`config.mk`:
```
export PLATFORM = sky130hd
export DESIGN_NAME = fhd_back
export DESIGN_NICKNAME = d
export VERILOG_FILES = /design/src/design/fhd_pkg.sv /design/src/design/fhd_back.sv
export SDC_FILE = /design/constraint.sdc
export NUM_CORES = 1
export LEC_CHECK = 0
export ABC_AREA = 1
export BUFFER_PORTS_ARGS = -buffer_cell sky130_fd_sc_hd__buf_2
export CAP_MARGIN = 40
export CORE_UTILIZATION = 30
export CTS_BUF_LIST = sky130_fd_sc_hd__clkbuf_4 sky130_fd_sc_hd__clkbuf_8
export DETAILED_ROUTE_END_ITERATION = 10
export PLACE_DENSITY = 0.46
export SETUP_SLACK_MARGIN = 0.1
export SYNTH_ARGS = -nofsm -noshare
export SYNTH_HDL_FRONTEND = slang
export SYNTH_SLANG_ARGS = --single-unit
export TNS_END_PERCENT = 100
```
`constraint.sdc`:
```
create_clock -name clk -period 8.6 [get_ports clk]
set_input_delay 0.43 -clock clk [delete_from_list [all_inputs] [get_ports clk]]
set_output_delay 0.43 -clock clk [all_outputs]
set_load 0.005 [all_outputs]
```
`src/design/fhd_pkg.sv`:
```
// ----------------------------------------------------------------------------
// fhd_pkg: shared types and constants for the fire heat diffusion block
// Configuration register indexes, queue entry layout, reciprocal constants
// for the divide by nine, and the fire palette lookup.
// ----------------------------------------------------------------------------
package fhd_pkg;

  localparam int CFG_W     = 11;
  localparam int CFG_IDX_W = 1;

  localparam logic [CFG_IDX_W-1:0] REG_BUFFER_WIDTH  = 1'b0;
  localparam logic [CFG_IDX_W-1:0] REG_BUFFER_HEIGHT = 1'b1;

  localparam logic [CFG_W-1:0] BUFFER_WIDTH_RESET  = 11'd322;
  localparam logic [CFG_W-1:0] BUFFER_HEIGHT_RESET = 11'd241;

  localparam int MIN_WIDTH  = 3;
  localparam int MIN_HEIGHT = 2;

  // depth of the queue between front and back
  localparam int QDEPTH = 4;

  // floor(s / 9) == (s * 3641) >> 15 for every s below 2296
  localparam int SUM_W      = 12;
  localparam int DIV9_MUL   = 3641;
  localparam int DIV9_SHIFT = 15;
  localparam int PROD_W     = 24;

  typedef struct packed {
    logic [7:0] cur_heat;   // old heat of this cell, zero on edge columns
    logic [7:0] self_old;   // old heat of the cell above
    logic [7:0] right_old;  // old heat of the cell above right, zero past the edge
    logic       edge_col;   // first or last column
    logic       above;      // a row above exists: emit the cell above
    logic       bottom;     // bottom row: also pass this cell through
  } entry_t;

  typedef struct packed {
    logic [7:0] r;
    logic [7:0] g;
    logic [7:0] b;
  } rgb_t;

  // Fire palette ROM: four truncating linear ramps over 64 steps each.
  function automatic rgb_t palette(input logic [7:0] h);
    logic [15:0] i;
    logic [15:0] up96;
    logic [15:0] dn96;
    logic [15:0] up255;
    logic [15:0] mix;
    rgb_t        c;
    i     = {10'd0, h[5:0]};
    up96  = (i * 16'd96) >> 6;
    dn96  = ((16'd64 - i) * 16'd96) >> 6;
    up255 = (i * 16'd255) >> 6;
    mix   = (16'd6144 + i * 16'd159) >> 6;
    case (h[7:6])
      2'd0: begin
        c = '{r: up96[7:0], g: up96[7:0], b: up96[7:0]};
      end
      2'd1: begin
        c = '{r: mix[7:0], g: dn96[7:0], b: dn96[7:0]};
      end
      2'd2: begin
        c = '{r: 8'd255, g: up255[7:0], b: 8'd0};
      end
      default: begin
        c = '{r: 8'd255, g: 8'd255, b: up255[7:0]};
      end
    endcase
    return c;
  endfunction

endpackage

```
`src/design/fhd_back.sv`:
```
// ----------------------------------------------------------------------------
// fhd_back: result side of the fire heat diffusion block
// Runs the in-place diffusion recurrence, emits zero, one or two results per
// queued cell through an output register, and maps heat to the fire palette.
// ----------------------------------------------------------------------------
module fhd_back (
  input  logic            clk,
  input  logic            rst,
  input  fhd_pkg::entry_t head,
  input  logic            q_empty,
  output logic            pop,
  output logic            out_valid,
  input  logic            out_ready,
  output logic [7:0]      heat_out,
  output logic [7:0]      red,
  output logic [7:0]      green,
  output logic [7:0]      blue,
  output logic            visible,
  output logic            last_of_run
);

  logic [7:0]                   left;
  logic                         second;
  logic                         second_next;
  logic                         o_valid;
  logic [7:0]                   o_heat;
  logic                         o_visible;
  logic                         o_last;
  logic                         can_load;
  logic                         load;
  logic                         upd_left;
  logic [7:0]                   sel_heat;
  logic                         sel_visible;
  logic                         sel_last;
  logic [fhd_pkg::SUM_W-1:0]    sum;
  logic [fhd_pkg::PROD_W-1:0]   prod;
  logic [7:0]                   v;
  fhd_pkg::rgb_t                rgb;

  // new heat = (new left + old self + old right + 6 * old below) / 9
  always_comb begin
    sum  = fhd_pkg::SUM_W'(left) + fhd_pkg::SUM_W'(head.self_old)
         + fhd_pkg::SUM_W'(head.right_old)
         + fhd_pkg::SUM_W'(head.cur_heat) * fhd_pkg::SUM_W'(6);
    prod = fhd_pkg::PROD_W'(sum) * fhd_pkg::PROD_W'(fhd_pkg::DIV9_MUL);
    v    = head.edge_col ? 8'd0 : prod[fhd_pkg::DIV9_SHIFT +: 8];
  end

  assign can_load = !o_valid || out_ready;

  always_comb begin
    pop         = 1'b0;
    load        = 1'b0;
    upd_left    = 1'b0;
    second_next = second;
    sel_heat    = head.cur_heat;
    sel_visible = 1'b0;
    sel_last    = 1'b1;
    if (!q_empty) begin
      if (!head.above && !head.bottom) begin
        // top row: nothing to emit
        pop = 1'b1;
      end else if (can_load) begin
        load = 1'b1;
        if (head.above && !second) begin
          sel_heat    = v;
          sel_visible = !head.edge_col;
          sel_last    = !head.bottom;
          upd_left    = 1'b1;
          if (head.bottom) begin
            second_next = 1'b1;
          end else begin
            pop = 1'b1;
          end
        end else begin
          // bottom cell passes through
          pop         = 1'b1;
          second_next = 1'b0;
        end
      end
    end
  end

  always_ff @(posedge clk) begin
    if (rst) begin
      o_valid <= 1'b0;
      second  <= 1'b0;
      left    <= 8'd0;
    end else begin
      if (load) begin
        o_valid <= 1'b1;
      end else if (out_ready) begin
        o_valid <= 1'b0;
      end
      second <= second_next;
      if (upd_left) begin
        left <= v;
      end
    end
  end

  always_ff @(posedge clk) begin
    if (load) begin
      o_heat    <= sel_heat;
      o_visible <= sel_visible;
      o_last    <= sel_last;
    end
  end

  assign rgb         = fhd_pkg::palette(o_heat);
  assign out_valid   = o_valid;
  assign heat_out    = o_heat;
  assign red         = rgb.r;
  assign green       = rgb.g;
  assign blue        = rgb.b;
  assign visible     = o_visible;
  assign last_of_run = o_last;

  a_second_pending: assert property (@(posedge clk) disable iff (rst)
    second |-> (o_valid && !q_empty))
    else $error("bottom pass-through pending without a held result or queued cell");

  a_second_bottom: assert property (@(posedge clk) disable iff (rst)
    second |-> (head.above && head.bottom))
    else $error("pass-through pending on a cell that is not in the bottom row");

  a_hidden_zero: assert property (@(posedge clk) disable iff (rst)
    (o_valid && !o_visible && !o_last) |-> (o_heat == 8'd0))
    else $error("hidden non-final result carries nonzero heat");

endmodule

```
==> impl_metrics.prom, run 1 <==
# TYPE chip_impl_metric gauge
chip_impl_info{name="layout.cells.most_common_list",value="inv_1, nand2_1, ha_1, buf_2, nand3_1"} 1
chip_impl_metric{name="initial_core_util",unit=""} 0.307
chip_impl_metric{name="ant_nets",unit=""} 0
chip_impl_metric{name="core_area",unit="sq um"} 21800
chip_impl_metric{name="cts_hold_buffers",unit=""} 0
chip_impl_metric{name="cts_htree_levels",unit=""} 1
chip_impl_info{name="netlist_top_cells_area",value="ha_1, fa_1, inv_1"} 1
chip_impl_metric{name="final_nets",unit=""} 1215
chip_impl_metric{name="cts_setup_buffers",unit=""} 0
chip_impl_metric{name="max_cap_violations",unit=""} 0
chip_impl_info{name="worstHoldStart",value="head[0]"} 1
chip_impl_info{name="run_status",value="finished, final reports clean"} 1
chip_impl_info{name="critical_path.endpoint_type",value="flip-flop"} 1
chip_impl_metric{name="pin_count_of_the_biggest_net_entering_global_routing",unit=""} 13
chip_impl_metric{name="hold_violation_total_from_the_final_report",unit=""} 0
chip_impl_metric{name="final_layout_size_suffix_gt1_frac",unit=""} 0.0919
chip_impl_metric{name="clk_pin_slew_worst_paths",unit="ps"} 80
chip_impl_metric{name="cts_buffer_depth",unit=""} 2
chip_impl_metric{name="grt_first_pass_wirelength",unit="mm"} 28.0
chip_impl_info{name="critPathLaunch",value="left[2]"} 1
chip_impl_metric{name="mappedNetlistNets",unit=""} 1147
chip_impl_info{name="r2r_start",value="left[2]"} 1
chip_impl_info{name="grt_setup_unrepaired",value="no"} 1
chip_impl_metric{name="slowest_delay",unit="ps"} 520
chip_impl_metric{name="floorplan.io_pins",unit=""} 67
chip_impl_info{name="hold_class",value="in -> reg"} 1
chip_impl_metric{name="dr.pass1.iters",unit=""} 4
chip_impl_metric{name="die_y",unit="um"} 151
chip_impl_metric{name="postSynthAreaPerCell",unit="sq um"} 7.34
chip_impl_metric{name="cts.repair.resized",unit=""} 0
chip_impl_metric{name="clock_sinks",unit=""} 20
chip_impl_metric{name="min_period",unit="ps"} 7050
chip_impl_metric{name="place.gp.congestion",unit=""} 0.822
chip_impl_info{name="cts_tree",value="done"} 1
chip_impl_metric{name="final.setup.tns",unit="ps"} 0
chip_impl_metric{name="chipWidth",unit="um"} 151
chip_impl_info{name="startpoint_type",value="flip-flop"} 1
chip_impl_metric{name="antenna_found_initial",unit=""} 0
chip_impl_metric{name="post_drt_wl_per_cell",unit="um"} 13.9
chip_impl_metric{name="maxSlewHeadroom",unit=""} 0.586
chip_impl_metric{name="post-route-drc-count",unit=""} 0
chip_impl_metric{name="synthDistinctLibCells",unit=""} 38
chip_impl_metric{name="later_pin_clock_latency_in_the_skew_report",unit="ps"} 260
chip_impl_metric{name="data_arrival_critical_path",unit="ps"} 7060
chip_impl_metric{name="clock_skew",unit="ps"} 1.65
chip_impl_info{name="timing_worst_setup_path_type",value="reg -> reg"} 1
chip_impl_metric{name="numPortBuffers",unit=""} 66
chip_impl_metric{name="yosysWarnings",unit=""} 0
chip_impl_metric{name="dieArea",unit="sq um"} 22900
chip_impl_info{name="clock_tree.root_cell",value="clkbuf_8"} 1
chip_impl_metric{name="finalWirelength",unit="mm"} 17.5
chip_impl_metric{name="cell_area_after_synthesis",unit="sq um"} 6690
chip_impl_metric{name="num_vias",unit=""} 5790
chip_impl_metric{name="nFillCells",unit=""} 2396
chip_impl_info{name="final_common_cell",value="inv_1"} 1
chip_impl_info{name="worst_path_most_repeated_cell",value="inv_1"} 1
chip_impl_metric{name="grt_use_total",unit=""} 0.156
chip_impl_metric{name="fmax",unit="MHz"} 142
chip_impl_metric{name="fin_crit_sh",unit=""} 0.820
chip_impl_metric{name="number_of_standard_cells_after_synthesis",unit=""} 912
chip_impl_metric{name="syn_to_final_growth",unit="%"} 11.1
chip_impl_metric{name="drt_iter0_drc",unit=""} 167
chip_impl_metric{name="diodes",unit=""} 0
chip_impl_metric{name="synth_top_area_share",unit=""} 0.266
chip_impl_info{name="crit_slowest_cell",value="fa_1"} 1
chip_impl_metric{name="fp-row-count",unit=""} 54
chip_impl_metric{name="globalRouteOverflowTotal",unit=""} 0
chip_impl_metric{name="maxSlewViolCount",unit=""} 0
chip_impl_info{name="dominant_cell_type_by_area_after_synthesis",value="ha_1"} 1
chip_impl_metric{name="setup_viol",unit=""} 0
chip_impl_metric{name="worstPathRequired",unit="ps"} 8610
chip_impl_metric{name="cts_made_buffers",unit=""} 3
chip_impl_metric{name="crit_fanout",unit=""} 4
chip_impl_metric{name="detailedPlace.worstSlack",unit="ps"} 1210
chip_impl_metric{name="routed_via_density",unit=""} 4.60
chip_impl_metric{name="worstMarginPinSlew",unit="ps"} 619
chip_impl_metric{name="ys_ff_latch",unit=""} 20
chip_impl_metric{name="grt_pass1_vias",unit=""} 5569
chip_impl_metric{name="detailedPlacementHpwl",unit="mm"} 15.9
chip_impl_metric{name="worst_slack",unit="ps"} 1550
chip_impl_metric{name="synth.yosys.seq_area_share",unit=""} 0.0748
==> path summary, 6_finish.rpt <==
check,slack [ps],endpoint,cells past startpoint
worst max-delay path,1550,heat_out[7],34
worst min-delay path,460,second,3
worst max register to register,1550,heat_out[7],34
worst min register to register,470,left[7],2
==> per-stage QoR <==
step / cell area (sq um) / utilization / std cells / hold WS (ps)
2_1_floorplan: 6690 / - / 912 / 444
3_3_place_gp: 7360 / 0.337 / 1255 / 460
3_5_place_dp: 7360 / 0.337 / 1255 / 459
4_1_cts: 7430 / 0.341 / 1259 / 461
5_1_grt: 7430 / 0.341 / 1259 / 473
6_report: 7430 / 0.341 / 1259 / 462
==> routing by layer <==
metal / part of all wire / GRT usage / wire length (um)
met1: 0.47 / 0.201 / 8120
met2: 0.50 / 0.287 / 8670
met3: 0.020 / 0.00301 / 344
met4: 0.018 / 0.0355 / 315
met5: 0 / 0 / 0
==> worst max-delay path: cells and delay by family, from the launching register on <==
kind            cells  cell delay [ps]
buf+inv             8              560
xor+xnor            1              270
fa+ha+maj          10             4000
flops               1              350
compound gates      4              490
simple gates       11             1110
==> registers in the layout, summed over array words and instances, names as in the netlist <==
signal and count:
out_valid 1, last_of_run 1, left 8, heat_out 8
visible 1, second 1
==> logic make-up (layout without fill, tap and decap cells) <==
group | Yosys count | after routing | synth area share
simple gates | 325 | 325 | 0.209
buf+inv | 219 | 286 | 0.123
fa+ha+maj | 204 | 204 | 0.451
compound gates | 113 | 113 | 0.0980
xor+xnor | 31 | 31 | 0.0439
flops | 20 | 20 | 0.0748
==> cell usage after synthesis <==
cell / count
nand2_2: 1
o21ai_0: 23
o21bai_1: 8
nand2b_1: 1
ha_1: 142
nor2_4: 2
nand3_2: 1
nor3_2: 1
o311ai_4: 1
xor2_2: 3
xnor2_1: 13
nand4_1: 7
a31oi_1: 3
nor2_1: 41
o21ai_2: 2
nor3b_1: 1
a21boi_0: 1
nand3b_1: 5
edfxtp_1: 10
inv_1: 213
clkinv_1: 1
a21oi_1: 58
buf_1: 1
nor3_1: 8
or2_2: 7
xor2_1: 15
inv_2: 1
clkbuf_1: 1
a211oi_1: 2
o211ai_1: 5
fa_1: 62
a21o_1: 4
o21ai_1: 3
buf_2: 2
nand3_1: 63
o21a_1: 3
dfxtp_1: 10
nand2_1: 187
==> area by class of cell <==
| type | count | area [sq um] | area share |
|---|---|---|---|
| clock buffers | 3 | 41.3 | 0.00555 |
| clock inverters | 1 | 30.0 | 0.00404 |
| inverters | 215 | 807 | 0.109 |
| multi-input cells | 673 | 5370 | 0.722 |
| flip-flops and latches | 20 | 500 | 0.0673 |
| well taps | 280 | 350 | 0.0471 |
| repair buffers | 67 | 338 | 0.0454 |
Power of run 1 is left out: the tool's default activity adds up to more than one toggle a clock period on the data nets, which glitch-free logic cannot reach.
==> inputs of run 2 (changes only) <==
==> constraint.sdc (replaced) <==
create_clock -name clk -period 7.3 [get_ports clk]
set_input_delay 0.365 -clock clk [delete_from_list [all_inputs] [get_ports clk]]
set_output_delay 0.365 -clock clk [all_outputs]
set_load 0.005 [all_outputs]
==> run 2 against run 1 <==
  * Sequential share of layout area fell by 0.088 points
  * Maximum frequency rose by 3.8%
  * Clock-buffer cell count did not move
  * Critical path type unchanged
==> impl_metrics.prom, run 2 (same netlist as run 1, synthesis figures left out) <==
# TYPE chip_impl_metric gauge
chip_impl_metric{name="max_cap_violations",unit=""} 0
chip_impl_metric{name="maxSlewHeadroom",unit=""} 0.584
chip_impl_metric{name="cts_htree_levels",unit=""} 1
chip_impl_metric{name="drt_iter0_drc",unit=""} 149
chip_impl_info{name="startpoint_type",value="flip-flop"} 1
chip_impl_metric{name="crit_fanout",unit=""} 4
chip_impl_metric{name="clock_skew",unit="ps"} 5.23
chip_impl_info{name="final_common_cell",value="inv_1"} 1
chip_impl_metric{name="place.gp.congestion",unit=""} 0.825
chip_impl_metric{name="clock_sinks",unit=""} 20
chip_impl_metric{name="num_vias",unit=""} 5748
chip_impl_info{name="critical_path.endpoint_type",value="flip-flop"} 1
chip_impl_metric{name="post_drt_wl_per_cell",unit="um"} 13.7
chip_impl_metric{name="fin_crit_sh",unit=""} 0.931
chip_impl_metric{name="cts_hold_buffers",unit=""} 0
chip_impl_metric{name="globalRouteOverflowTotal",unit=""} 0
chip_impl_metric{name="later_pin_clock_latency_in_the_skew_report",unit="ps"} 260
chip_impl_metric{name="ant_nets",unit=""} 0
chip_impl_metric{name="ff_latch_area",unit="sq um"} 500
chip_impl_info{name="layout.cells.most_common_list",value="inv_1, nand2_1, ha_1, buf_2, nand3_1"} 1
chip_impl_metric{name="post-route-drc-count",unit=""} 0
chip_impl_metric{name="chipWidth",unit="um"} 151
chip_impl_metric{name="grt_pass1_vias",unit=""} 5660
chip_impl_metric{name="setup.reg_to_reg.worst_slack",unit="ps"} 500
chip_impl_metric{name="nFillCells",unit=""} 2326
chip_impl_metric{name="layout.core_utilization",unit=""} 0.345
chip_impl_metric{name="initial_core_util",unit=""} 0.307
chip_impl_metric{name="multi_input_comb_area",unit="sq um"} 5420
chip_impl_info{name="clock_tree.root_cell",value="clkbuf_8"} 1
chip_impl_metric{name="finalHoldWorstSlack",unit="ps"} 413
chip_impl_info{name="cts_tree",value="done"} 1
chip_impl_metric{name="fp-row-count",unit=""} 54
chip_impl_info{name="critical_path.reg2reg.endpoint",value="heat_out[7]"} 1
chip_impl_metric{name="cts_buffer_depth",unit=""} 2
chip_impl_metric{name="final_layout_size_suffix_gt1_frac",unit=""} 0.108
chip_impl_metric{name="worstMarginPinSlew",unit="ps"} 622
chip_impl_metric{name="r2r_cells",unit=""} 34
chip_impl_metric{name="syn_to_final_growth",unit="%"} 12.6
chip_impl_info{name="hold_class",value="in -> reg"} 1
chip_impl_metric{name="grt_first_pass_wirelength",unit="mm"} 27.8
chip_impl_metric{name="diodes",unit=""} 0
chip_impl_metric{name="floorplan.io_pins",unit=""} 67
chip_impl_info{name="crit_slowest_cell",value="fa_1"} 1
chip_impl_metric{name="dr.pass1.iters",unit=""} 4
chip_impl_metric{name="dieArea",unit="sq um"} 22900
chip_impl_metric{name="cts_made_buffers",unit=""} 3
chip_impl_metric{name="setup_viol",unit=""} 0
chip_impl_metric{name="maxSlewViolCount",unit=""} 0
chip_impl_metric{name="worstPathRequired",unit="ps"} 7300
chip_impl_metric{name="routed_via_density",unit=""} 4.54
chip_impl_metric{name="numPortBuffers",unit=""} 66
chip_impl_info{name="worst_hold_path.endpoint",value="out_valid"} 1
chip_impl_info{name="timing_worst_setup_path_type",value="reg -> reg"} 1
chip_impl_info{name="r2r_start",value="left[2]"} 1
chip_impl_metric{name="data_arrival_critical_path",unit="ps"} 6790
chip_impl_metric{name="finalWirelength",unit="mm"} 17.3
chip_impl_info{name="grt_setup_unrepaired",value="yes"} 1
chip_impl_metric{name="timing.hold.worst_path_depth",unit=""} 4
chip_impl_info{name="run_status",value="finished, final reports clean"} 1
chip_impl_metric{name="slowest_delay",unit="ps"} 530
chip_impl_metric{name="fmax",unit="MHz"} 147
chip_impl_metric{name="clk_pin_slew_worst_paths",unit="ps"} 80
chip_impl_metric{name="die_y",unit="um"} 151
chip_impl_info{name="worst_path_most_repeated_cell",value="inv_1"} 1
chip_impl_metric{name="grt_use_total",unit=""} 0.156
chip_impl_metric{name="final_nets",unit=""} 1221
chip_impl_metric{name="final.setup.tns",unit="ps"} 0
chip_impl_metric{name="min_period",unit="ps"} 6800
chip_impl_metric{name="hold_violation_total_from_the_final_report",unit=""} 0
chip_impl_metric{name="detailedPlacementHpwl",unit="mm"} 15.7
chip_impl_metric{name="antenna_found_initial",unit=""} 0
chip_impl_metric{name="pin_count_of_the_biggest_net_entering_global_routing",unit=""} 13
chip_impl_metric{name="core_area",unit="sq um"} 21800
chip_impl_info{name="worstHoldStart",value="out_ready"} 1
## run 2: repair_timing
action / in CTS / in global routing
setup endpoints to repair: 0 / 9
buffers inserted: 0 / 3
resized for setup: 0 / 13
## run 2: worst max path at each step
| stage | startpoint | to | slack (ps) | cells after the start |
|---|---|---|---|---|
| 2_1_floorplan | head[5] | heat_out[5] | 830 | 29 |
| 3_3_place_gp | head[20] | heat_out[7] | 50 | 38 |
| 3_5_place_dp | head[20] | heat_out[7] | 40 | 38 |
| 4_1_cts | head[20] | heat_out[7] | 300 | 38 |
| 5_1_grt | left[2] | heat_out[7] | 60 | 34 |
| 6_report | left[2] | heat_out[7] | 500 | 34 |
## run 2: layout make-up
cell class                 instances  share of cell area
clock buffer                       3             0.00548
clock inverter                     1             0.00399
inverter                         215               0.107
multi-input combinational        673               0.720
sequential                        20              0.0664
tap                              280              0.0465
timing repair buffer              73              0.0508
## run 2: metrics by stage
step                setup slack (ps)  instance area (sq um)  instances
finish                           501                   7530       1265
global route                    55.4                   7530       1265
CTS                              297                   7460       1262
detailed placement              37.0                   7380       1258
global placement                47.4                   7380       1258
floorplan                        828                   6690        912
## run 2: routing by layer
layer / GRT usage / part of all wire
met3: 0.00361 / 0.020
met2: 0.285 / 0.49
met4: 0.0315 / 0.017
met5: 0 / 0
met1: 0.203 / 0.47
## run 2: worst max-delay path: cells and delay by family (launching register included)
kind            cells  cell delay (ps)
fa+ha+maj          10             4060
simple gates       11             1010
buf+inv             8              490
compound gates      4              470
flops               1              340
xor+xnor            1              170
Power of run 2 is left out for the same reason.
