### config.mk
export PLATFORM = sky130hd
export DESIGN_NAME = fhd_queue
export DESIGN_NICKNAME = d
export VERILOG_FILES = /design/src/design/fhd_pkg.sv /design/src/design/fhd_queue.sv
export SDC_FILE = /design/constraint.sdc
export NUM_CORES = 1
export LEC_CHECK = 0
export BUFFER_PORTS_ARGS = -buffer_cell sky130_fd_sc_hd__buf_2
export CAP_MARGIN = 20
export CORE_MARGIN = 10
export CORE_UTILIZATION = 50
export CTS_CLUSTER_DIAMETER = 200
export CTS_CLUSTER_SIZE = 12
export DETAILED_ROUTE_END_ITERATION = 6
export PLACE_DENSITY = 0.72
export SLEW_MARGIN = 40
export SYNTH_ARGS = -nofsm -noshare
export SYNTH_HDL_FRONTEND = slang
export SYNTH_SLANG_ARGS = --single-unit
### constraint.sdc
create_clock -name clk -period 3.64 [get_ports clk]
set_clock_uncertainty 0.1 [all_clocks]
set_input_delay 0.728 -clock clk [delete_from_list [all_inputs] [get_ports clk]]
set_output_delay 0.728 -clock clk [all_outputs]
set_load 0.02 [all_outputs]
### src/design/fhd_pkg.sv
// ----------------------------------------------------------------------------
// fhd_pkg: shared types and constants for the fire heat diffusion block
// Configuration register indexes, queue entry layout, reciprocal constants
// for the divide by nine, and the fire palette lookup.
// ----------------------------------------------------------------------------
package fhd_pkg;

  localparam int CFG_W     = 11;
  localparam int CFG_IDX_W = 1;

  localparam logic [CFG_IDX_W-1:0] REG_BUFFER_WIDTH  = 1'b0;
  localparam logic [CFG_IDX_W-1:0] REG_BUFFER_HEIGHT = 1'b1;

  localparam logic [CFG_W-1:0] BUFFER_WIDTH_RESET  = 11'd322;
  localparam logic [CFG_W-1:0] BUFFER_HEIGHT_RESET = 11'd241;

  localparam int MIN_WIDTH  = 3;
  localparam int MIN_HEIGHT = 2;

  // depth of the queue between front and back
  localparam int QDEPTH = 4;

  // floor(s / 9) == (s * 3641) >> 15 for every s below 2296
  localparam int SUM_W      = 12;
  localparam int DIV9_MUL   = 3641;
  localparam int DIV9_SHIFT = 15;
  localparam int PROD_W     = 24;

  typedef struct packed {
    logic [7:0] cur_heat;   // old heat of this cell, zero on edge columns
    logic [7:0] self_old;   // old heat of the cell above
    logic [7:0] right_old;  // old heat of the cell above right, zero past the edge
    logic       edge_col;   // first or last column
    logic       above;      // a row above exists: emit the cell above
    logic       bottom;     // bottom row: also pass this cell through
  } entry_t;

  typedef struct packed {
    logic [7:0] r;
    logic [7:0] g;
    logic [7:0] b;
  } rgb_t;

  // Fire palette ROM: four truncating linear ramps over 64 steps each.
  function automatic rgb_t palette(input logic [7:0] h);
    logic [15:0] i;
    logic [15:0] up96;
    logic [15:0] dn96;
    logic [15:0] up255;
    logic [15:0] mix;
    rgb_t        c;
    i     = {10'd0, h[5:0]};
    up96  = (i * 16'd96) >> 6;
    dn96  = ((16'd64 - i) * 16'd96) >> 6;
    up255 = (i * 16'd255) >> 6;
    mix   = (16'd6144 + i * 16'd159) >> 6;
    case (h[7:6])
      2'd0: begin
        c = '{r: up96[7:0], g: up96[7:0], b: up96[7:0]};
      end
      2'd1: begin
        c = '{r: mix[7:0], g: dn96[7:0], b: dn96[7:0]};
      end
      2'd2: begin
        c = '{r: 8'd255, g: up255[7:0], b: 8'd0};
      end
      default: begin
        c = '{r: 8'd255, g: 8'd255, b: up255[7:0]};
      end
    endcase
    return c;
  endfunction

endpackage

### src/design/fhd_queue.sv
// ----------------------------------------------------------------------------
// fhd_queue: short queue of classified cells between front and back
// Small circular buffer; lets each side stall without at once blocking the other.
// ----------------------------------------------------------------------------
module fhd_queue (
  input  logic            clk,
  input  logic            rst,
  input  logic            push,
  input  fhd_pkg::entry_t push_data,
  output logic            full,
  input  logic            pop,
  output fhd_pkg::entry_t head,
  output logic            empty
);

  localparam int PW = $clog2(fhd_pkg::QDEPTH);
  localparam int NW = $clog2(fhd_pkg::QDEPTH + 1);

  fhd_pkg::entry_t slots [fhd_pkg::QDEPTH];
  logic [PW-1:0]   wr_ptr;
  logic [PW-1:0]   rd_ptr;
  logic [NW-1:0]   count;

  assign full  = (count == NW'(fhd_pkg::QDEPTH));
  assign empty = (count == '0);
  assign head  = slots[rd_ptr];

  always_ff @(posedge clk) begin
    if (push) begin
      slots[wr_ptr] <= push_data;
    end
  end

  always_ff @(posedge clk) begin
    if (rst) begin
      wr_ptr <= '0;
      rd_ptr <= '0;
      count  <= '0;
    end else begin
      if (push) begin
        wr_ptr <= (wr_ptr == PW'(fhd_pkg::QDEPTH - 1)) ? '0 : wr_ptr + PW'(1);
      end
      if (pop) begin
        rd_ptr <= (rd_ptr == PW'(fhd_pkg::QDEPTH - 1)) ? '0 : rd_ptr + PW'(1);
      end
      if (push && !pop) begin
        count <= count + NW'(1);
      end else if (pop && !push) begin
        count <= count - NW'(1);
      end
    end
  end

endmodule

==> impl_metrics.env, run 1 <==
export IMPL_status="finished clean"
export IMPL_global_route_usage_met3_pct=5.98
export IMPL_worst_setup_path_type="reg -> out"
export IMPL_slowest_delay_ns=0.60
export IMPL_fin_tns_setup_ns=0
export IMPL_final_net_count=301
export IMPL_grt_antenna_before_repair=1
export IMPL_drive_above_1_share_pct=42.8
export IMPL_netlist_area_leader_share_pct=74.0
export IMPL_die_x_um=114
export IMPL_worst_path_max_fanout=23
export IMPL_path_clk_slew_ns=0.06
export IMPL_rows=34
export IMPL_chip_height_um=114
export IMPL_syn_area_per_cell_um2=23.7
export IMPL_ys_warnings_count=0
export IMPL_area_growth_synth_to_final_pct=21.9
export IMPL_tightestPinTransition_ns=0.573
export IMPL_slew_viols_final=0
export IMPL_post_synth_inst_count=185
export IMPL_postCtsSetupBuffers=0
export IMPL_timing_critical_path_cells="buf_4, mux4_1, buf_2"
export IMPL_timing_critical_path_required_ns=2.81
export IMPL_ctsRootBufferMaster="sky130_fd_sc_hd__clkbuf_8"
export IMPL_worst_hold_path_type="in -> reg"
export IMPL_worst_ep_arrival_time_ns=2.13
export IMPL_skew_pair_late_insertion_delay_ns=0.50
export IMPL_min_period_over_period_pct=81.2
export IMPL_synth_cell_type_count=19
export IMPL_viasPerCell=5.34
export IMPL_slowest_stage="sky130_fd_sc_hd__mux4_1"
export IMPL_final_hold_viol_count=0
export IMPL_unrepaired_setup_endpoints_after_global_routing="no"
export IMPL_irDropWorstVdd_uv=315
export IMPL_max_cap_viol_count=0
export IMPL_final_hold_worst_slack_ns=0.338
export IMPL_worst_setup_path_start_kind="flip-flop"
export IMPL_globalplace_congestion=0.665
export IMPL_num_vias=2057
export IMPL_leading_cell_type_by_number_of_instances_after_synthesis="sky130_fd_sc_hd__edfxtp_1"
export IMPL_synth_fp_nets=223
export IMPL_post_drt_wl_per_cell_um=19.5
export IMPL_detailedPlacementHpwl_mm=4.76
export IMPL_grt_max_degree=24
export IMPL_grt_met2_usage_pct=17.8
export IMPL_post_route_cell_area_mm2=0.00534
export IMPL_max_slew_margin_pct=61.8
export IMPL_tritoncts_num_buffers=17
export IMPL_number_of_global_route_vias_before_repair=2257
export IMPL_synth_largest_area_cell="sky130_fd_sc_hd__edfxtp_1"
export IMPL_core_area_mm2=0.00864
export IMPL_yosys_top_cells_count="sky130_fd_sc_hd__edfxtp_1 (108), sky130_fd_sc_hd__mux4_2 (20), sky130_fd_sc_hd__dfxtp_1 (9)"
export IMPL_detailedRoute_firstPassIterationCount=4
export IMPL_route_detailed_drc=0
export IMPL_drt_initial_drc_count=92
export IMPL_finalSetupViolations=0
export IMPL_post_synth_main_area_contributors="sky130_fd_sc_hd__edfxtp_1 (74%), sky130_fd_sc_hd__mux4_2 (10%), sky130_fd_sc_hd__mux4_1 (4.2%)"
export IMPL_port_buffers=59
export IMPL_critPathCaptureType="primary output"
export IMPL_post_cts_resize_count=0
export IMPL_antenna_violating_nets_post_route=0
export IMPL_detail_route_wirelength_mm=7.52
export IMPL_global_route_overflow_total=0
export IMPL_initial_cell_density_of_the_core_pct=50.8
export IMPL_period_needed_ns=2.95
export IMPL_ys_seq_area_share_pct=78.1
export IMPL_flip_flop_and_latch_count_after_synthesis=117
export IMPL_synth_edf_count=108
export IMPL_ios=60
export IMPL_number_of_hold_buffers_added_after_cts=0
export IMPL_yosys_most_used_dff="sky130_fd_sc_hd__edfxtp_1"
export IMPL_dpl_cell_area_mm2=0.00479
export IMPL_cts_tree="yes"
export IMPL_power_per_cell_area_mw_per_mm2=624
export IMPL_syn_cell_area_mm2=0.00438
export IMPL_max_clock_freq_mhz=338
export IMPL_power_leakage_uw=0.00188
export IMPL_gr_usage_met1_pct=15.9
export IMPL_grt_total_usage_pct=12.4
export IMPL_cts_num_sinks=117
export IMPL_asyncSetResetFlopFracSynth_pct=0
export IMPL_number_of_buffers_on_the_longest_clock_path=2
export IMPL_cts_max_level=4
export IMPL_die_area_mm2=0.0129
export IMPL_grt_busiest_layer="met2"
export IMPL_grt_pass1_wl_mm=12.0
==> sequential cells by signal, indices dropped and copies added, names as in the netlist, named ones only <==
signal / flops
count: 3
slots: 108
wr_ptr: 2
rd_ptr: 2
==> through the flow <==
step	setup slack [ns]	power, µW	std cells	utilization, %
global placement	1.17	1880	352	55.5
floorplan	1.55	1780	185	-
global route	0.512	3480	384	61.8
CTS	0.623	3370	384	61.8
finish	0.686	3340	385	61.9
detailed placement	1.17	1890	352	55.5
==> cell families after synthesis <==
kind of cell	share of synthesized area (%)
flops	78.1
mux	15.4
simple gates	1.77
buf+inv	1.85
fa+ha+maj	2.17
compound gates	0.342
xor+xnor	0.400
==> where the power goes <==
part	total, µW	switching (µW)	leakage (µW)	internal, µW
Combinational	292	172	0.000574	121
Clock	1480	579	0.000245	901
Sequential	1560	24.7	0.00107	1540
==> area by class of cell <==
class | count | area [µm²]
diodes | 1 | 2.50
clock buffers | 17 | 414
clock inverters | 15 | 131
fillers | 622 | 3290
inverters | 4 | 15.0
multi-input cells | 58 | 880
flip-flops and latches | 117 | 3420
well taps | 108 | 135
repair buffers | 65 | 340
==> cells in the final DEF, fill, tap and decap left out <==
cell	netlist	final
sky130_fd_sc_hd__inv_6	0	2
sky130_fd_sc_hd__mux4_1	7	7
sky130_fd_sc_hd__dfxtp_1	9	8
sky130_fd_sc_hd__and2_1	4	4
sky130_fd_sc_hd__clkinvlp_4	0	8
sky130_fd_sc_hd__clkbuf_8	0	1
sky130_fd_sc_hd__bufinv_16	0	1
sky130_fd_sc_hd__edfxtp_1	108	108
sky130_fd_sc_hd__nor2_1	7	7
sky130_fd_sc_hd__nor3b_1	2	2
sky130_fd_sc_hd__buf_4	0	6
sky130_fd_sc_hd__diode_2	0	1
sky130_fd_sc_hd__dfxtp_2	0	1
sky130_fd_sc_hd__buf_2	3	59
sky130_fd_sc_hd__xor2_1	2	2
sky130_fd_sc_hd__clkinv_2	0	3
sky130_fd_sc_hd__ha_1	6	6
sky130_fd_sc_hd__fa_1	1	1
sky130_fd_sc_hd__nor3_1	1	1
sky130_fd_sc_hd__clkbuf_16	0	16
sky130_fd_sc_hd__mux4_2	20	20
sky130_fd_sc_hd__inv_1	4	4
sky130_fd_sc_hd__mux2i_1	4	4
sky130_fd_sc_hd__a21oi_1	2	2
sky130_fd_sc_hd__clkinv_4	0	1
sky130_fd_sc_hd__or3_1	1	1
sky130_fd_sc_hd__o21ai_0	1	1
==> routing by layer <==
metal / vias up / wire [µm]
li1: 931 / -
met3: 10 / 531
met1: 1057 / 3450
met5: - / 0
met2: 59 / 3460
met4: 0 / 80
==> critical path, delay by kind of cell, from the launching register on <==
family / cells / cell delay (ns)
multiplexers: 1 / 0.60
flip-flops: 1 / 0.41
buffers and inverters: 2 / 0.61
==> final timing paths <==
check / from / endpoint / slack [ns] / depth (start not counted)
worst min-delay path: push_data[3] / slots[2][3] / 0.34 / 1
worst min register to register: count[2] / count[2] / 0.40 / 2
worst max register to register: wr_ptr[0] / slots[3][1] / 1.77 / 3
worst max-delay path: flip-flop / head[9] / 0.69 / 3
Note: power is estimated with default switching activity, not from simulation.
==> inputs of run 2 (changes only) <==
--- a/config.mk
+++ b/config.mk
@@ -12,7 +12,7 @@
 export CTS_CLUSTER_DIAMETER = 200
 export CTS_CLUSTER_SIZE = 12
 export DETAILED_ROUTE_END_ITERATION = 6
-export PLACE_DENSITY = 0.72
+export PLACE_DENSITY = 0.75
 export SLEW_MARGIN = 40
 export SYNTH_ARGS = -nofsm -noshare
 export SYNTH_HDL_FRONTEND = slang
==> constraint.sdc (replaced) <==
create_clock -name clk -period 2.6 [get_ports clk]
set_clock_uncertainty 0.1 [all_clocks]
set_input_delay 0.52 -clock clk [delete_from_list [all_inputs] [get_ports clk]]
set_output_delay 0.52 -clock clk [all_outputs]
set_load 0.02 [all_outputs]
==> run 2 against run 1 <==
Compared with the run above: sequential share of layout area is 0.58 points lower; first-iteration DRC count is 4.3% lower; largest cell class unchanged; count of clock-buffer cells in the layout is 3 higher; non-clock buffer count is 1 higher; combinational power is 43% higher; final area is 0.91% higher.
==> impl_metrics.env, run 2 (synthesized netlist as in run 1, its figures left out) <==
export IMPL_status="finished clean"
export IMPL_grt_pass1_wl_mm=12.4
export IMPL_area_growth_synth_to_final_pct=23.0
export IMPL_power_sequential_fraction_pct=45.0
export IMPL_route_detailed_drc=0
export IMPL_initial_cell_density_of_the_core_pct=50.8
export IMPL_worst_setup_path_start_kind="flip-flop"
export IMPL_worst_path_max_fanout=12
export IMPL_register_with_the_most_flip_flops="slots"
export IMPL_critPathCaptureType="primary output"
export IMPL_grt_antenna_before_repair=0
export IMPL_viasPerCell=5.20
export IMPL_insertedDiodeCount=0
export IMPL_grt_total_usage_pct=12.7
export IMPL_cts_tree="yes"
export IMPL_layout_cells_most_common_list="sky130_fd_sc_hd__edfxtp_1 (108), sky130_fd_sc_hd__buf_2 (59), sky130_fd_sc_hd__mux4_2 (20), sky130_fd_sc_hd__clkbuf_16 (16), sky130_fd_sc_hd__dfxtp_1 (8)"
export IMPL_max_cap_viol_count=0
export IMPL_drt_initial_drc_count=88
export IMPL_number_of_hold_buffers_added_after_cts=0
export IMPL_slew_viols_final=0
export IMPL_worst_hold_path_type="in -> reg"
export IMPL_p_sw_uw=996
export IMPL_drive_above_1_share_pct=40.4
export IMPL_final_hold_viol_count=0
export IMPL_max_slew_margin_pct=71.1
export IMPL_rows=34
export IMPL_largestRegisters="slots x108, count x3"
export IMPL_port_buffers=59
export IMPL_core_area_mm2=0.00864
export IMPL_globalplace_congestion=0.660
export IMPL_timing_critical_path_cells="buf_4, mux4_1, buf_2"
export IMPL_antenna_violating_nets_post_route=0
export IMPL_largest_register_ff_count=108
export IMPL_worstHoldPathCells=1
export IMPL_global_route_overflow_total=0
export IMPL_power_leakage_uw=0.00193
export IMPL_layout_commonest_cell="sky130_fd_sc_hd__edfxtp_1"
export IMPL_unrepaired_setup_endpoints_after_global_routing="no"
export IMPL_post_cts_resize_count=0
export IMPL_power_share_clock_pct=46.4
export IMPL_min_period_over_period_pct=96.6
export IMPL_timing_final_ws_setup_ns=0.0892
export IMPL_period_needed_ns=2.51
export IMPL_final_net_count=302
export IMPL_cts_num_sinks=117
export IMPL_detail_route_wirelength_mm=7.68
export IMPL_irDropWorstVdd_uv=402
export IMPL_die_x_um=114
export IMPL_tritoncts_num_buffers=17
export IMPL_number_of_buffers_on_the_longest_clock_path=2
export IMPL_slowest_stage="sky130_fd_sc_hd__mux4_1"
export IMPL_share_of_power_burned_in_combinational_logic_pct=8.6
export IMPL_worst_setup_path_type="reg -> out"
export IMPL_power_per_cell_area_mw_per_mm2=901
export IMPL_final_hold_worst_slack_ns=0.142
export IMPL_dpl_worst_slack_ns=0.519
export IMPL_post_drt_wl_per_cell_um=19.9
export IMPL_die_area_mm2=0.0129
export IMPL_grt_max_degree=28
export IMPL_number_of_global_route_vias_before_repair=2278
export IMPL_skew_pair_late_insertion_delay_ns=0.49
export IMPL_timing_critical_path_required_ns=1.98
export IMPL_tightestPinTransition_ns=0.434
export IMPL_reg2regPathDepth=4
export IMPL_postCtsSetupBuffers=0
export IMPL_num_vias=2003
export IMPL_chip_height_um=114
export IMPL_path_clk_slew_ns=0.05
export IMPL_detailedRoute_firstPassIterationCount=4
export IMPL_slowest_delay_ns=0.61
export IMPL_finalSetupViolations=0
export IMPL_detailedPlacementHpwl_mm=4.64
export IMPL_ctsRootBufferMaster="sky130_fd_sc_hd__clkbuf_8"
export IMPL_worst_ep_arrival_time_ns=1.89
export IMPL_internal_power_uw=3860
export IMPL_fraction_of_power_spent_switching_nets_pct=20.5
export IMPL_fin_tns_setup_ns=0
export IMPL_ios=60
export IMPL_cts_max_level=4
export IMPL_fin_util_pct=62.4
export IMPL_max_clock_freq_mhz=398
==> run 2: changes by cell type in the layout (fill, tap and decap cells not counted), moves of 2 or more <==
cell / change
sky130_fd_sc_hd__inv_6: -2
sky130_fd_sc_hd__clkbuf_1: +3
sky130_fd_sc_hd__clkinvlp_4: -6
sky130_fd_sc_hd__clkinv_1: +4
sky130_fd_sc_hd__bufinv_16: +3
==> run 2: metal layers <==
layer / part of all wire (%) / routed length (µm) / global-route usage, %
met3: 6.7 / 511 / 5.72
met2: 52 / 3980 / 20.7
met4: 0.66 / 51 / 4.57
met1: 41 / 3130 / 14.6
met5: 0 / 0 / 0
==> run 2: worst max-delay path, delay by kind of cell, from the launching register on <==
family	cells	cell delay [ns]
flops	1	0.33
buf+inv	2	0.45
mux	1	0.61
==> run 2: through the flow <==
| step | cells | cell area (µm²) | total power (µW) |
|---|---|---|---|
| global placement | 353 | 4800 | 2640 |
| detailed placement | 353 | 4800 | 2650 |
| floorplan | 185 | 4380 | 2500 |
| finish | 385 | 5390 | 4860 |
| global route | 385 | 5390 | 5060 |
| CTS | 385 | 5390 | 4910 |
==> run 2: final cells by class <==
class                      count  area (µm²)
fill                         578        3240
timing repair buffer          66         352
inverter                       4        15.0
clock buffer                  20         425
sequential                   117        3420
tap                          108         135
multi-input combinational     58         880
clock inverter                12         160
==> run 2: final timing paths <==
check / slack [ns] / startpoint / endpoint
max: 0.09 / flip-flop / head[8]
min: 0.14 / push_data[25] / slots[2][25]
max reg2reg: 1.05 / count[0] / count[2]
min reg2reg: 0.41 / count[2] / count[2]
==> run 2: power groups by stage <==
| stage | sequential (µW) | clock (µW) | combinational (µW) |
|---|---|---|---|
| final | 2190 | 2250 | 418 |
| after detailed placement | 2220 | 0 | 425 |
| after global placement | 2220 | 0 | 419 |
| after floorplan | 2210 | 0 | 282 |
| after CTS | 2190 | 2300 | 430 |
| after global routing | 2190 | 2410 | 457 |
==> inputs of run 3 (changes only) <==
--- a/config.mk
+++ b/config.mk
@@ -8,11 +8,11 @@
 export BUFFER_PORTS_ARGS = -buffer_cell sky130_fd_sc_hd__buf_2
 export CAP_MARGIN = 20
 export CORE_MARGIN = 10
-export CORE_UTILIZATION = 50
+export CORE_UTILIZATION = 51
 export CTS_CLUSTER_DIAMETER = 200
 export CTS_CLUSTER_SIZE = 12
 export DETAILED_ROUTE_END_ITERATION = 6
-export PLACE_DENSITY = 0.75
+export PLACE_DENSITY = 0.76
 export SLEW_MARGIN = 40
 export SYNTH_ARGS = -nofsm -noshare
 export SYNTH_HDL_FRONTEND = slang
==> run 3 against run 2 <==
Compared with the run above: utilization increased by 2.9 points; clock power decreased by 2%; worst hold slack got worse by 0.013 ns; highest routed layer is now met5.
==> impl_metrics.env, run 3 (synthesized netlist as in run 1, its figures left out) <==
export IMPL_post_drt_wl_per_cell_um=19.4
export IMPL_drive_above_1_share_pct=42.7
export IMPL_irDropWorstVdd_uv=570
export IMPL_worst_hold_path_type="in -> reg"
export IMPL_slowest_delay_ns=0.61
export IMPL_min_period_over_period_pct=95.4
export IMPL_worst_path_max_fanout=15
export IMPL_port_buffers=59
export IMPL_power_per_cell_area_mw_per_mm2=887
export IMPL_grt_total_usage_pct=12.7
export IMPL_grt_pass1_wl_mm=12.1
export IMPL_detailedRoute_firstPassIterationCount=4
export IMPL_die_x_um=113
export IMPL_rows=33
export IMPL_insertedDiodeCount=0
export IMPL_detail_route_wirelength_mm=7.45
export IMPL_fin_tns_setup_ns=0
export IMPL_viasPerCell=5.26
export IMPL_globalplace_congestion=0.690
export IMPL_chip_height_um=113
export IMPL_skew_pair_late_insertion_delay_ns=0.50
export IMPL_grt_antenna_before_repair=1
export IMPL_worst_setup_path_start_kind="flip-flop"
export IMPL_status="finished clean"
export IMPL_largestRegisters="slots x108, count x3"
export IMPL_register_with_the_most_flip_flops="slots"
export IMPL_grt_max_degree=28
export IMPL_worst_ep_arrival_time_ns=1.86
export IMPL_slowest_stage="sky130_fd_sc_hd__mux4_1"
export IMPL_max_cap_viol_count=0
export IMPL_power_leakage_uw=0.00193
export IMPL_cts_max_level=4
export IMPL_dpl_cell_area_mm2=0.00484
export IMPL_ctsRootBufferMaster="sky130_fd_sc_hd__clkbuf_8"
export IMPL_max_slew_margin_pct=64.4
export IMPL_global_route_overflow_total=0
export IMPL_max_clock_freq_mhz=403
export IMPL_total_power_uw=4810
export IMPL_post_route_cell_area_mm2=0.00542
export IMPL_tightestPinTransition_ns=0.534
export IMPL_number_of_hold_buffers_added_after_cts=0
export IMPL_detailedPlacementHpwl_mm=4.88
export IMPL_finalSetupViolations=0
export IMPL_critPathCaptureType="primary output"
export IMPL_drt_initial_drc_count=39
export IMPL_cts_tree="yes"
export IMPL_die_area_mm2=0.0127
export IMPL_placed_cells_incl_taps=352
export IMPL_route_detailed_drc=0
export IMPL_layout_cells_most_common_list="sky130_fd_sc_hd__edfxtp_1 (108), sky130_fd_sc_hd__buf_2 (59), sky130_fd_sc_hd__mux4_2 (20), sky130_fd_sc_hd__clkbuf_16 (16), sky130_fd_sc_hd__dfxtp_1 (8)"
export IMPL_number_of_buffers_on_the_longest_clock_path=2
export IMPL_timing_critical_path_cells="buf_6, mux4_1, buf_2"
export IMPL_ios=60
export IMPL_worst_setup_path_type="reg -> out"
export IMPL_timing_critical_path_required_ns=1.98
export IMPL_tritoncts_num_buffers=17
export IMPL_unrepaired_setup_endpoints_after_global_routing="no"
export IMPL_area_growth_synth_to_final_pct=23.7
export IMPL_path_clk_slew_ns=0.05
export IMPL_final_hold_viol_count=0
export IMPL_layoutNonFillerInstCount=384
export IMPL_fin_util_pct=65.4
export IMPL_slew_viols_final=0
export IMPL_num_vias=2021
export IMPL_initial_cell_density_of_the_core_pct=52.8
export IMPL_number_of_global_route_vias_before_repair=2275
export IMPL_cts_num_sinks=117
export IMPL_layout_commonest_cell="sky130_fd_sc_hd__edfxtp_1"
export IMPL_antenna_violating_nets_post_route=0
export IMPL_period_needed_ns=2.48
export IMPL_largest_register_ff_count=108
export IMPL_core_area_mm2=0.00830
export IMPL_final_net_count=304
## run 3: cell types whose count changed in the layout (fill, tap and decap cells not counted), sizes merged
cell / delta
clkbuf: -3
clkinvlp: +3
buf: +2
bufinv: -1
clkinv: +1
## run 3: final cells by class
cell class              count  area (µm²)
well taps                 105         131
fillers                   547        2880
flip-flops and latches    117        3420
repair buffers             68         395
multi-input cells          58         880
clock buffers              17         414
inverters                   4        15.0
clock inverters            15         164
## run 3: what timing repair did
action,CTS,global route
setup endpoints to repair,0,2
resized for setup,0,2
setup buffers,0,0
## run 3: per-layer routing
metal  wire, µm  share of wire, %  GRT usage (%)  vias up
met2       3600                48           19.0       52
met3        529               7.1           6.66        8
li1           -                 -              -      939
met5          9              0.12              0        -
met4         67              0.90           4.82        2
met1       3250                44           15.2     1020
## run 3: critical path, delay by kind of cell, from the launching register on
| kind | cells | cell delay, ns |
|---|---|---|
| buf+inv | 2 | 0.41 |
| flops | 1 | 0.34 |
| mux | 1 | 0.61 |
## run 3: worst paths after layout
path | from | end | slack, ns | cells past startpoint
min | push_data[5] | slots[1][5] | 0.13 | 1
min reg2reg | count[2] | count[2] | 0.42 | 2
max reg2reg | wr_ptr[0] | slots[1][0] | 0.94 | 3
max | flip-flop | head[18] | 0.12 | 3
## run 3: through the flow
| step | hold WS (ns) | setup WS [ns] |
|---|---|---|
| 2_1_floorplan | 0.360 | 0.718 |
| 5_1_grt | 0.109 | 0.0143 |
| 6_report | 0.129 | 0.121 |
| 3_5_place_dp | 0.410 | 0.508 |
| 4_1_cts | 0.0945 | 0.00413 |
| 3_3_place_gp | 0.384 | 0.565 |
## run 3: power breakdown
group	switching, µW	total [µW]	internal, µW
sequential	30.5	2180	2150
combinational	246	424	178
clock	762	2200	1440
